File: src/hdl/spk_pkg.sv
`timescale 1ns / 1ps

package spk_pkg;

    // Word and cipher geometry
    localparam int WORD_W          = 64;
    localparam int ROT_ALPHA       = 8;
    localparam int ROT_BETA        = 3;
    localparam int ROUND_COUNT_DEF = 34;

    // Configuration port geometry
    localparam int CFG_IDX_W = 3;

    typedef logic [WORD_W-1:0] word_t;

    // Register indexes of the configuration port; the last index maps to nothing
    typedef enum logic [CFG_IDX_W-1:0] {
        REG_KEY0,
        REG_KEY1,
        REG_KEY2,
        REG_KEY3,
        REG_IV_X,
        REG_IV_Y,
        REG_MODE,
        REG_NONE
    } cfg_reg_t;

    // Control handed to the shared round unit
    typedef struct packed {
        logic decrypt;
    } round_ctrl_t;

    function automatic word_t rotr_alpha(input word_t v);
        rotr_alpha = {v[ROT_ALPHA-1:0], v[WORD_W-1:ROT_ALPHA]};
    endfunction

    function automatic word_t rotl_alpha(input word_t v);
        rotl_alpha = {v[WORD_W-ROT_ALPHA-1:0], v[WORD_W-1:WORD_W-ROT_ALPHA]};
    endfunction

    function automatic word_t rotr_beta(input word_t v);
        rotr_beta = {v[ROT_BETA-1:0], v[WORD_W-1:ROT_BETA]};
    endfunction

    function automatic word_t rotl_beta(input word_t v);
        rotl_beta = {v[WORD_W-ROT_BETA-1:0], v[WORD_W-1:WORD_W-ROT_BETA]};
    endfunction

endpackage

File: src/hdl/spk_ram.sv
`timescale 1ns / 1ps

module spk_ram #(
    parameter int WIDTH = 64,
    parameter int DEPTH = 34,
    parameter int ADDR_W = (DEPTH > 1) ? $clog2(DEPTH) : 1
) (
    input  logic              clk,
    input  logic              we,
    input  logic [ADDR_W-1:0] waddr,
    input  logic [WIDTH-1:0]  wdata,
    input  logic [ADDR_W-1:0] raddr,
    output logic [WIDTH-1:0]  rdata
);

    logic [WIDTH-1:0] mem [DEPTH];

    // Write port
    always_ff @(posedge clk)
    begin
        if (we)
        begin
            mem[waddr] <= wdata;
        end
    end

    // Registered read port
    always_ff @(posedge clk)
    begin
        rdata <= mem[raddr];
    end

endmodule

File: src/hdl/spk_round.sv
`timescale 1ns / 1ps

module spk_round (
    input  spk_pkg::word_t       x,
    input  spk_pkg::word_t       y,
    input  spk_pkg::word_t       rk,
    input  spk_pkg::round_ctrl_t ctrl,
    output spk_pkg::word_t       nx,
    output spk_pkg::word_t       ny
);
    import spk_pkg::*;

    word_t enc_x;
    word_t enc_y;
    word_t dec_y;
    word_t dec_x;

    // Forward round: one add; also serves the key schedule step
    assign enc_x = (rotr_alpha(x) + y) ^ rk;
    assign enc_y = rotl_beta(y) ^ enc_x;

    // Inverse round: one subtract
    assign dec_y = rotr_beta(x ^ y);
    assign dec_x = rotl_alpha((x ^ rk) - dec_y);

    assign nx = ctrl.decrypt ? dec_x : enc_x;
    assign ny = ctrl.decrypt ? dec_y : enc_y;

endmodule

File: src/hdl/speck128_256_cbc_engine_top.sv
// Speck128/256 CBC engine, one shared round unit stepped by a small sequencer.
// Key expansion runs on the first item after reset or a key write, ahead of its rounds.
// Items go one at a time through the single round unit; a new item is accepted only after
// the last result has entered the output register, once that register is free.
// Reset (rst_n, async, active low) clears all registers, the chain and the key-ready flag;
// the round key memory is not cleared and is always filled before it is read.
`timescale 1ns / 1ps

module speck128_256_cbc_engine_top #(
    parameter int ROUND_COUNT = spk_pkg::ROUND_COUNT_DEF
) (
    input  logic                      clk,
    input  logic                      rst_n,
    // Configuration write port
    input  logic                      cfg_write_en,
    input  logic [spk_pkg::CFG_IDX_W-1:0] cfg_index,
    input  spk_pkg::word_t            cfg_data,
    // Input channel
    input  logic                      in_valid,
    output logic                      in_ready,
    input  spk_pkg::word_t            word_x,
    input  spk_pkg::word_t            word_y,
    input  logic                      chain_restart,
    // Output channel
    output logic                      out_valid,
    input  logic                      out_ready,
    output spk_pkg::word_t            out_x,
    output spk_pkg::word_t            out_y
);
    import spk_pkg::*;

    localparam int CNT_W = (ROUND_COUNT > 1) ? $clog2(ROUND_COUNT) : 1;
    localparam logic [CNT_W-1:0] LAST_IDX = CNT_W'(ROUND_COUNT - 1);

    typedef enum logic [2:0] {
        ST_IDLE,
        ST_EXPAND,
        ST_PREP,
        ST_ROUND,
        ST_FINISH
    } state_t;

    state_t state_reg, state_next;

    // Configuration registers
    word_t key0_reg, key1_reg, key2_reg, key3_reg;
    word_t iv_x_reg, iv_y_reg;
    logic  mode_reg;
    logic  keys_ready_reg, keys_ready_next;

    // Chain and working block
    word_t chain_x_reg, chain_x_next, chain_y_reg, chain_y_next;
    word_t cx_reg, cx_next, cy_reg, cy_next;
    word_t x_reg, x_next, y_reg, y_next;

    // Key schedule words: la is the l word used this step
    word_t la_reg, la_next, lb_reg, lb_next, lc_reg, lc_next;
    word_t k_reg, k_next;

    logic [CNT_W-1:0] cnt_reg, cnt_next;
    logic [CNT_W-1:0] addr_reg, addr_next;

    logic  out_valid_reg, out_valid_next;
    word_t out_x_reg, out_x_next, out_y_reg, out_y_next;

    // Shared unit and memory hookup
    word_t       ru_x, ru_y, ru_rk, ru_nx, ru_ny;
    round_ctrl_t ru_ctrl;
    word_t       rk_rdata;
    logic        ram_we;
    logic        accept;
    logic        out_free;
    logic        key_write;
    word_t       sel_cx, sel_cy;

    assign accept    = in_valid && in_ready;
    assign out_free  = !out_valid_reg || out_ready;
    assign key_write = cfg_write_en && (cfg_index == REG_KEY0 || cfg_index == REG_KEY1 ||
                                        cfg_index == REG_KEY2 || cfg_index == REG_KEY3);
    assign sel_cx    = chain_restart ? iv_x_reg : chain_x_reg;
    assign sel_cy    = chain_restart ? iv_y_reg : chain_y_reg;
    assign ram_we    = (state_reg == ST_EXPAND);

    // Route the shared round unit: key schedule step or cipher round
    always_comb
    begin
        if (state_reg == ST_EXPAND)
        begin
            ru_x         = la_reg;
            ru_y         = k_reg;
            ru_rk        = WORD_W'(cnt_reg);
            ru_ctrl.decrypt = 1'b0;
        end
        else
        begin
            ru_x         = x_reg;
            ru_y         = y_reg;
            ru_rk        = rk_rdata;
            ru_ctrl.decrypt = mode_reg;
        end
    end

    spk_round u_round (
        .x    (ru_x),
        .y    (ru_y),
        .rk   (ru_rk),
        .ctrl (ru_ctrl),
        .nx   (ru_nx),
        .ny   (ru_ny)
    );

    spk_ram #(
        .WIDTH  (WORD_W),
        .DEPTH  (ROUND_COUNT),
        .ADDR_W (CNT_W)
    ) u_key_ram (
        .clk   (clk),
        .we    (ram_we),
        .waddr (cnt_reg),
        .wdata (k_reg),
        .raddr (addr_reg),
        .rdata (rk_rdata)
    );

    // Sequencer next state
    always_comb
    begin
        state_next      = state_reg;
        keys_ready_next = keys_ready_reg;
        chain_x_next    = chain_x_reg;
        chain_y_next    = chain_y_reg;
        cx_next         = cx_reg;
        cy_next         = cy_reg;
        x_next          = x_reg;
        y_next          = y_reg;
        la_next         = la_reg;
        lb_next         = lb_reg;
        lc_next         = lc_reg;
        k_next          = k_reg;
        cnt_next        = cnt_reg;
        addr_next       = addr_reg;
        out_valid_next  = out_ready ? 1'b0 : out_valid_reg;
        out_x_next      = out_x_reg;
        out_y_next      = out_y_reg;

        unique case (state_reg)
            ST_IDLE:
            begin
                if (accept)
                begin
                    // Pick the chain, pre-whiten for encryption, keep the input block
                    chain_x_next = sel_cx;
                    chain_y_next = sel_cy;
                    cx_next      = word_x;
                    cy_next      = word_y;
                    x_next       = mode_reg ? word_x : (word_x ^ sel_cx);
                    y_next       = mode_reg ? word_y : (word_y ^ sel_cy);
                    la_next      = key0_reg;
                    lb_next      = key1_reg;
                    lc_next      = key2_reg;
                    k_next       = key3_reg;
                    cnt_next     = '0;
                    addr_next    = mode_reg ? LAST_IDX : '0;
                    state_next   = keys_ready_reg ? ST_PREP : ST_EXPAND;
                end
            end
            ST_EXPAND:
            begin
                // Store current k, rotate l words, advance schedule
                la_next = lb_reg;
                lb_next = lc_reg;
                lc_next = ru_nx;
                k_next  = ru_ny;
                if (cnt_reg == LAST_IDX)
                begin
                    cnt_next        = '0;
                    keys_ready_next = 1'b1;
                    state_next      = ST_PREP;
                end
                else
                begin
                    cnt_next = cnt_reg + 1'b1;
                end
            end
            ST_PREP:
            begin
                // First key read is in flight; point at the next one
                addr_next  = mode_reg ? (addr_reg - 1'b1) : (addr_reg + 1'b1);
                state_next = ST_ROUND;
            end
            ST_ROUND:
            begin
                x_next = ru_nx;
                y_next = ru_ny;
                if (cnt_reg == LAST_IDX)
                begin
                    state_next = ST_FINISH;
                end
                else
                begin
                    cnt_next  = cnt_reg + 1'b1;
                    addr_next = mode_reg ? (addr_reg - 1'b1) : (addr_reg + 1'b1);
                end
            end
            ST_FINISH:
            begin
                // Hold until the output register is free, then emit and update chain
                if (out_free)
                begin
                    out_valid_next = 1'b1;
                    if (mode_reg)
                    begin
                        out_x_next   = x_reg ^ chain_x_reg;
                        out_y_next   = y_reg ^ chain_y_reg;
                        chain_x_next = cx_reg;
                        chain_y_next = cy_reg;
                    end
                    else
                    begin
                        out_x_next   = x_reg;
                        out_y_next   = y_reg;
                        chain_x_next = x_reg;
                        chain_y_next = y_reg;
                    end
                    state_next = ST_IDLE;
                end
            end
            default:
            begin
                state_next = ST_IDLE;
            end
        endcase

        // Drop the expanded keys on any key register write
        if (key_write)
        begin
            keys_ready_next = 1'b0;
        end
    end

    // State, configuration and registered outputs
    always_ff @(posedge clk or negedge rst_n)
    begin
        if (!rst_n)
        begin
            state_reg      <= ST_IDLE;
            keys_ready_reg <= 1'b0;
            key0_reg       <= '0;
            key1_reg       <= '0;
            key2_reg       <= '0;
            key3_reg       <= '0;
            iv_x_reg       <= '0;
            iv_y_reg       <= '0;
            mode_reg       <= 1'b0;
            chain_x_reg    <= '0;
            chain_y_reg    <= '0;
            cx_reg         <= '0;
            cy_reg         <= '0;
            x_reg          <= '0;
            y_reg          <= '0;
            la_reg         <= '0;
            lb_reg         <= '0;
            lc_reg         <= '0;
            k_reg          <= '0;
            cnt_reg        <= '0;
            addr_reg       <= '0;
            out_valid_reg  <= 1'b0;
            out_x_reg      <= '0;
            out_y_reg      <= '0;
        end
        else
        begin
            state_reg      <= state_next;
            keys_ready_reg <= keys_ready_next;
            chain_x_reg    <= chain_x_next;
            chain_y_reg    <= chain_y_next;
            cx_reg         <= cx_next;
            cy_reg         <= cy_next;
            x_reg          <= x_next;
            y_reg          <= y_next;
            la_reg         <= la_next;
            lb_reg         <= lb_next;
            lc_reg         <= lc_next;
            k_reg          <= k_next;
            cnt_reg        <= cnt_next;
            addr_reg       <= addr_next;
            out_valid_reg  <= out_valid_next;
            out_x_reg      <= out_x_next;
            out_y_reg      <= out_y_next;
            if (cfg_write_en)
            begin
                unique case (cfg_index)
                    REG_KEY0: key0_reg <= cfg_data;
                    REG_KEY1: key1_reg <= cfg_data;
                    REG_KEY2: key2_reg <= cfg_data;
                    REG_KEY3: key3_reg <= cfg_data;
                    REG_IV_X: iv_x_reg <= cfg_data;
                    REG_IV_Y: iv_y_reg <= cfg_data;
                    REG_MODE: mode_reg <= cfg_data[0];
                    default:  ;
                endcase
            end
        end
    end

    assign in_ready  = (state_reg == ST_IDLE);
    assign out_valid = out_valid_reg;
    assign out_x     = out_x_reg;
    assign out_y     = out_y_reg;

    // Rounds never start on a stale key schedule
    a_keys_before_rounds: assert property (@(posedge clk) disable iff (!rst_n)
        state_reg == ST_PREP |-> keys_ready_reg)
        else $error("round pass started without expanded keys");

    // Key memory is written only while the schedule is being rebuilt
    a_write_only_stale: assert property (@(posedge clk) disable iff (!rst_n)
        ram_we |-> !keys_ready_reg)
        else $error("key memory written while keys are current");

    // One item at a time: input closes right after an accept
    a_single_item: assert property (@(posedge clk) disable iff (!rst_n)
        accept |=> !in_ready)
        else $error("second item accepted while one is in flight");

    // Finishing with a free output register always produces a result
    a_finish_emits: assert property (@(posedge clk) disable iff (!rst_n)
        (state_reg == ST_FINISH && out_free) |=> (out_valid_reg && state_reg == ST_IDLE))
        else $error("finished item did not reach the output register");

    // The round counter stays within the round range during rounds and key expansion
    a_cnt_range: assert property (@(posedge clk) disable iff (!rst_n)
        (state_reg == ST_ROUND || state_reg == ST_EXPAND) |-> cnt_reg <= LAST_IDX)
        else $error("round counter out of range");

endmodule
File: config.mk
export PLATFORM = sky130hd
export DESIGN_NAME = speck128_256_cbc_engine_top
export DESIGN_NICKNAME = d
export VERILOG_FILES = /design/src/hdl/spk_pkg.sv /design/src/hdl/spk_ram.sv /design/src/hdl/spk_round.sv /design/src/hdl/speck128_256_cbc_engine_top.sv
export SDC_FILE = /design/constraint.sdc
export NUM_CORES = 2
export LEC_CHECK = 0
export BUFFER_PORTS_ARGS = -buffer_cell sky130_fd_sc_hd__buf_2
export CORE_MARGIN = 2
export CORE_UTILIZATION = 31
export CTS_CLUSTER_DIAMETER = 40
export DETAILED_ROUTE_END_ITERATION = 10
export SLEW_MARGIN = 0
export SYNTH_ARGS = -nofsm -noshare
export SYNTH_HDL_FRONTEND = slang
export SYNTH_HIERARCHICAL = 1
export SYNTH_SLANG_ARGS = --single-unit
File: constraint.sdc
create_clock -name clk -period 6.6 [get_ports clk]
set_input_delay 0 -clock clk [delete_from_list [all_inputs] [get_ports clk]]
set_output_delay 0 -clock clk [all_outputs]
set_load 0.02 [all_outputs]
# --- After elaboration in Yosys (flattened, before gate mapping) ---
# Memories as Yosys holds them, arrays and structs flattened. A register that Yosys moved wholly into a read port is not among the register bits.
# Cells that the tools add are included.
word_totals:
  mem_bits_rw: 2176
  elab_cells: 141
  output_inout_bits: 130
  n_memories: 1
  ff_bits: 1170
op_classes:
  eq_ne: 16
  addsub: 5
  reduce_logical: 32
  bitwise_logic: 8
  mux: 55
mem_list:
  columns: ["name", "depth", "word_bits", "read_ports", "rd_ports_with_merged_regs", "write_ports", "line_no", "source"]
  rows:
  - ["u_key_ram.mem", 34, 64, 1, 1, 1, "spk_ram.sv:16", "logic [WIDTH-1:0] mem [DEPTH];"]
op_table:
  columns: ["op", "count"]
  rows:
  - ["two-way mux 64 bit", 23]
  - ["case mux 64 bit (2 select lines)", 8]
  - ["XOR 64 bit", 8]
  - ["adder 64 bit", 1]
  - ["subtractor 64 bit", 1]
  - ["two-way mux 6 bit", 7]
  - ["case mux 6 bit (3 select lines)", 2]
  - ["AND reduction 2 bit", 12]
  - ["case mux 3 bit (5 select lines)", 1]
  - ["adder 6 x 1 -> 6 bit, second input constant", 2]
  - ["equality test 3 x 2 -> 1 bit, second input constant", 4]
  - ["equality test 3 bit, second input constant", 4]
  - ["two-way mux 3 bit", 4]
  - ["nonzero test 2 bit", 5]
  - ["two-way mux 1 bit", 9]
  - ["AND reduction 3 bit", 3]
  - ["equality test 3 x 1 -> 1 bit, second input constant", 2]
  - ["equality test 6 bit, second input constant", 1]
  - ["logical NOT 3 bit", 2]
  - ["inequality test 2 bit, second input constant", 3]
  - ["nonzero test 3 bit", 2]
  - ["subtractor 6 x 1 -> 6 bit, second input constant", 1]
  - ["logical OR 1 bit", 4]
  - ["inequality test 2 x 1 -> 1 bit, second input constant", 2]
  - ["other kinds (4)", 5]

# --- Depth between registers and ports, before layout ---
logic_depth:
  ltp_word: 7
  mapped_depth: 24

# --- Cells and area by module ---
# Netlist, hierarchy kept.
modules_own_cells:
  columns: ["mod", "cells_per_inst", "area_per_inst_um2", "instances", "seq_area_each_um2"]
  rows:
  - ["spk_ram", 3537, 83971.8, 1, 66623.9]
  - ["speck128_256_cbc_engine_top", 5607, 55002.8, 1, 29278.1]
  - ["spk_round", 1685, 11663.7, 1, 0.0]

# --- Least setup slack after synthesis ---
# No wires, ideal clock.
synth_timing:
  path_kind: "reg-to-reg"
  from: "register state_reg[1]"
  to: "memory u_key_ram.mem[17][0], enable pin"
  required_time_ns: 6.035
  stages_incl_launch_ff: 10
  setup_time_ns: 0.565
  arrival_time_ns: 6.017
  path_slack_ns: 0.018
  cell_sequence: "dfrtp_1 > buf_2 > nor2_1 > nand2_1 > inv_2 > clkbuf_1 > nand2_1 > nor3_1 > nand2_1 > nor3_1"
synth_between:
  elab_chain_cells: 3
synth_lines:
  columns: ["item", "line_no", "source"]
  rows:
  - ["start, declared", "speck128_256_cbc_engine_top.sv:43", "state_t state_reg, state_next;"]
  - ["start signal, assigned", "speck128_256_cbc_engine_top.sv:273", "state_reg <= state_next;"]
  - ["equality test 3 x 1 -> 1 bit", "speck128_256_cbc_engine_top.sv:82", "assign ram_we = (state_reg == ST_EXPAND);"]
  - ["named net ram_we", "speck128_256_cbc_engine_top.sv:70", "logic ram_we;"]
  - ["two-way mux 1 bit", "spk_ram.sv:21", "if (we)"]
  - ["two-way mux 1 bit (implied by the code)", "spk_ram.sv:23", "mem[waddr] <= wdata;"]
  - ["end, declared", "spk_ram.sv:16", null]
# The timed path passes the listed nets, and every way through them passes these cells.

# --- Final worst setup path ---
layout_timing:
  from: "register state_reg[0]"
  to: "register y_reg[60]"
layout_between:
  elab_chain_cells: 7
  elab_cells_between_ends: 17
layout_lines:
  columns: ["item", "line_no", "source"]
  rows:
  - ["equality test 3 x 1 -> 1 bit", "speck128_256_cbc_engine_top.sv:87", "if (state_reg == ST_EXPAND)"]
  - ["two-way mux 64 bit", "speck128_256_cbc_engine_top.sv:87", null]
  - ["named net ru_x[33]", "speck128_256_cbc_engine_top.sv:67", "word_t ru_x, ru_y, ru_rk, ru_nx, ru_ny;"]
  - ["adder 64 bit", "spk_round.sv:19", "assign enc_x = (rotr_alpha(x) + y) ^ rk;"]
  - ["XOR 64 bit", "spk_round.sv:19", null]
  - ["XOR 64 bit", "spk_round.sv:20", "assign enc_y = rotl_beta(y) ^ enc_x;"]
  - ["two-way mux 64 bit", "spk_round.sv:27", "assign ny = ctrl.decrypt ? dec_y : enc_y;"]
  - ["named net ru_ny[60]", "speck128_256_cbc_engine_top.sv:67", null]
  - ["case mux 64 bit (2 select lines)", "speck128_256_cbc_engine_top.sv:146", "unique case (state_reg)"]
  - ["end signal, assigned", "speck128_256_cbc_engine_top.sv:280", "y_reg <= y_next;"]
  - ["end, declared", "speck128_256_cbc_engine_top.sv:54", "word_t x_reg, x_next, y_reg, y_next;"]
# The timed path passes the listed nets, and every way through them passes these cells.
# A chain may end at the register's enable or synchronous reset.

==> flow_metrics.py <==
metrics = {
    "status": {
        "status": "finished, final reports clean",
    },
    "synthesis": {
        "yosys-top-cells-area": "edfxtp_1 43%, dfrtp_1 19%, mux4_2 7.7%",
        "synthDistinctLibCells": 94,
        "syn-num-nets": 11200,
        "synth.most_common_cell": "edfxtp_1",
        "postSynth.topFlopCell": "edfxtp_1",
        "syn-instance-count": 10800,
        "yosys_warnings": 6,
        "post_synth_most_frequent_cells": "2176 x edfxtp_1, 1562 x nand2_1, 1170 x dfrtp_1",
        "synth.yosys.seq_area_share": 0.637,
        "synthesis.area_per_instance_um2": 13.9,
        "synth_largest_type_area_fraction": 0.434,
        "synthesis.area_um2": 151000,
        "ys_ff_latch": 3410,
        "synth_edf_count": 2176,
        "cell_taking_the_most_area_after_synthesis": "edfxtp_1",
        "ys_async_sr_fraction": 0.343,
    },
    "clocking": {
        "worstSkewPairLatency_ps": 990,
        "cts-buffers-inserted": 397,
        "cts.htree.levels": 5,
        "clk_path_buf_depth": 4,
        "postCtsSetupBuffers": 0,
        "cts-root-buf": "clkbuf_16",
        "cts_tree": "built",
        "cts.clk_slew.worst_paths_ps": 60,
        "cts.sinks": 3410,
    },
    "global_routing": {
        "grt_first_pass_wirelength_um": 700000,
        "antenna_found_initial": 43,
        "number_of_global_route_vias_before_repair": 95300,
        "grt.total_usage": 0.194,
        "globalRouteOverflowTotal": 0,
        "maximum_number_of_pins_on_one_net_before_global_route_repair": 168,
    },
    "hold_path": {
        "holdPathEnd": "y_reg[0]",
        "hold_start": "word_y[0]",
        "cells_on_worst_hold_path": 4,
        "hold_path_class": "in -> reg",
    },
    "timing": {
        "slew_headroom": 0.199,
        "final_count_of_hold_timing_violations": 0,
        "finalMaxSlewViolations": 0,
        "finalCriticalPeriod_ps": 6120,
        "final.setup.tns_ps": 0,
        "timing.final.setup_violations": 0,
        "tightest_slew_ps": 1200,
        "grt_setup_unrepaired": "false",
        "post-route-period-util": 0.927,
        "hold_ws_ps": 45.8,
        "clock.fmax_ghz": 0.164,
        "worst_setup_skew_after_layout_ps": 56.5,
    },
    "detailed_routing": {
        "drt-wirelength-per-cell_um": 26.9,
        "route.detailed.drc": 0,
        "first_pass_iters": 7,
        "antenna_violation_net_count_after_detailed_routing": 0,
        "dr.first_iter.drc_count": 10700,
        "wl_um": 492000,
        "avgViaCountPerCell": 5.32,
        "total_number_of_vias": 97400,
    },
    "critical_path": {
        "timing.critical_path.cells": "nand2_4 > buf_12 > buf_4 > buf_12 > nand2_1 > nand2_1 > ha_1 > a21oi_1 > o21bai_1 > a21oi_1 > a21boi_0 > o31ai_1 > a41oi_1 > nor4_1 > a311oi_1 > mux2_2 > a22oi_1 > o21ai_0",
        "setup.worst_path.class": "reg -> reg",
        "timing.reg2reg.worst_path_depth": 18,
        "endpoint_kind": "register",
        "worstPathArrival_ps": 6890,
        "critical_path.reg2reg.endpoint": "y_reg[60]",
        "crit_required_ps": 7370,
        "r2r_slack_ps": 480,
        "critical_path.max_fanout": 79,
        "worst_path_largest_cell_delay_ps": 850,
        "cp-start-kind": "register",
        "crit_path_top_delay_cell": "a41oi_1",
        "worst_r2r_startpoint": "state_reg[0]",
    },
    "floorplanning": {
        "die_area_um2": 492000,
        "std_cell_rows": 256,
        "placeableCoreArea_um2": 485000,
        "die_width_um": 701,
        "boundaryPins": 331,
        "die_height_um": 701,
        "initial_utilization": 0.311,
    },
    "cells_and_area": {
        "final_cells": 18300,
        "regMostFlops": "u_key_ram/mem",
        "drive_gt1_frac": 0.213,
        "number_of_flip_flops_under_the_largest_register_name": 2176,
        "layout.nets": 11800,
        "area_growth_syn_to_layout_pct": 18.0,
    },
    "place": {
        "place.gp.congestion": 0.955,
        "numPlacedInstances": 17200,
        "detailedPlacementHpwl_um": 307000,
        "buffer_ports.inserted": 330,
    },
    "power_and_ir_drop": {
        "static-leakage-power_nw": 71.1,
        "power.ir.vdd_worst_mv": 0.293,
        "power_density_nw_per_um2": 424,
    },
    "flow_run": {
        "cap_viol_max_count": 0,
    },
}
## critical path: cells and delay by family, from the launching register on
family / cells / cell delay (ps)
DFF: 1 / 510
AOI/OAI and AO/OA: 9 / 3030
and+or+nand+nor: 4 / 580
adders and majority gates: 1 / 370
buffers and inverters: 3 / 950
muxes: 1 / 400
## kinds of logic (layout without fill, tap and decap cells)
group / after synthesis / count (layout) / share of synthesized area
flip-flops: 3410 / 3410 / 0.637
AND/OR/NAND/NOR: 2721 / 2721 / 0.0729
AO/OA/AOI/OAI: 1764 / 1764 / 0.0764
multiplexers: 1444 / 1444 / 0.144
buffers and inverters: 734 / 1748 / 0.0221
XOR/XNOR: 621 / 621 / 0.0370
adder cells (fa/ha/maj): 135 / 135 / 0.0114
other: 0 / 16 / 0
## placed cells by master, fill, tap and decap left out, drive strengths merged, types with 13 or more instances in the layout
cell type,count
o211ai,36
and2,83
a221o,54
xnor2,358
edfxtp,2176
nor3,29
o21ai,242
nand4,40
o21a,26
a21boi,13
inv,103
nand3,45
a21o,90
o31ai,14
mux2i,343
dfxtp,64
a22oi,239
xor2,253
a22o,21
o22ai,131
dlygate4sd3,384
buf,579
clkbuf,481
clkinv,108
a211oi,13
ha,132
and3,21
nor2b,19
diode,16
bufinv,47
mux2,587
dfrtp,1170
nand2,1563
nor2,844
clkinvlp,46
o21bai,31
a31oi,274
nand2b,27
mux4,514
a21oi,528
## how the worst max path moves through the flow
stage | cells after the start | start | slack (ps) | to
finish | 18 | state_reg[0] | 480 | y_reg[60]
floorplan | 9 | state_reg[1] | 20 | u_key_ram/mem[17][0]
global route | 19 | state_reg[0] | 240 | y_reg[60]
global placement | 18 | state_reg[0] | 720 | y_reg[60]
CTS | 18 | state_reg[0] | 610 | y_reg[60]
detailed placement | 18 | state_reg[0] | 630 | y_reg[60]
## where the power goes
group	switching, mW	total (mW)	internal [mW]
Clock	9.38	22.8	13.4
Combinational	17.5	27.3	9.73
Sequential	1.66	25.3	23.6
Total	28.6	75.3	46.7
## stage by stage
step,util,power (mW),worst slack (ps),cell area [um2]
floorplan,-,42.2,18.2,151000
global placement,0.330,52.2,722,160000
detailed placement,0.330,52.1,631,160000
CTS,0.366,75.1,606,178000
global route,0.366,78.0,244,178000
finish,0.366,75.3,484,178000
## routing by layer
| layer | up-vias | share of wire | wire length, um | global-route usage |
|---|---|---|---|---|
| met5 | - | 0.00037 | 184 | 0.00108 |
| li1 | 41600 | - | - | - |
| met2 | 4088 | 0.46 | 227000 | 0.308 |
| met4 | 22 | 0.044 | 21800 | 0.0761 |
| met1 | 50800 | 0.42 | 205000 | 0.263 |
| met3 | 935 | 0.077 | 38100 | 0.0360 |
## what timing repair did
item	in CTS	in global routing
gates resized for setup	0	0
hold buffers	385	0
endpoints found under the hold margin	1637	0
## layout make-up
class / instances / area [um2]
clock inverters: 257 / 3210
fillers: 45900 / 307000
clock buffers: 481 / 10500
well taps: 6450 / 8070
multi-input cells: 6685 / 51800
diodes: 16 / 40.0
repair buffers: 963 / 7990
flip-flops and latches: 3410 / 95900
inverters: 47 / 184
Note: power is estimated with default switching activity, not from simulation.
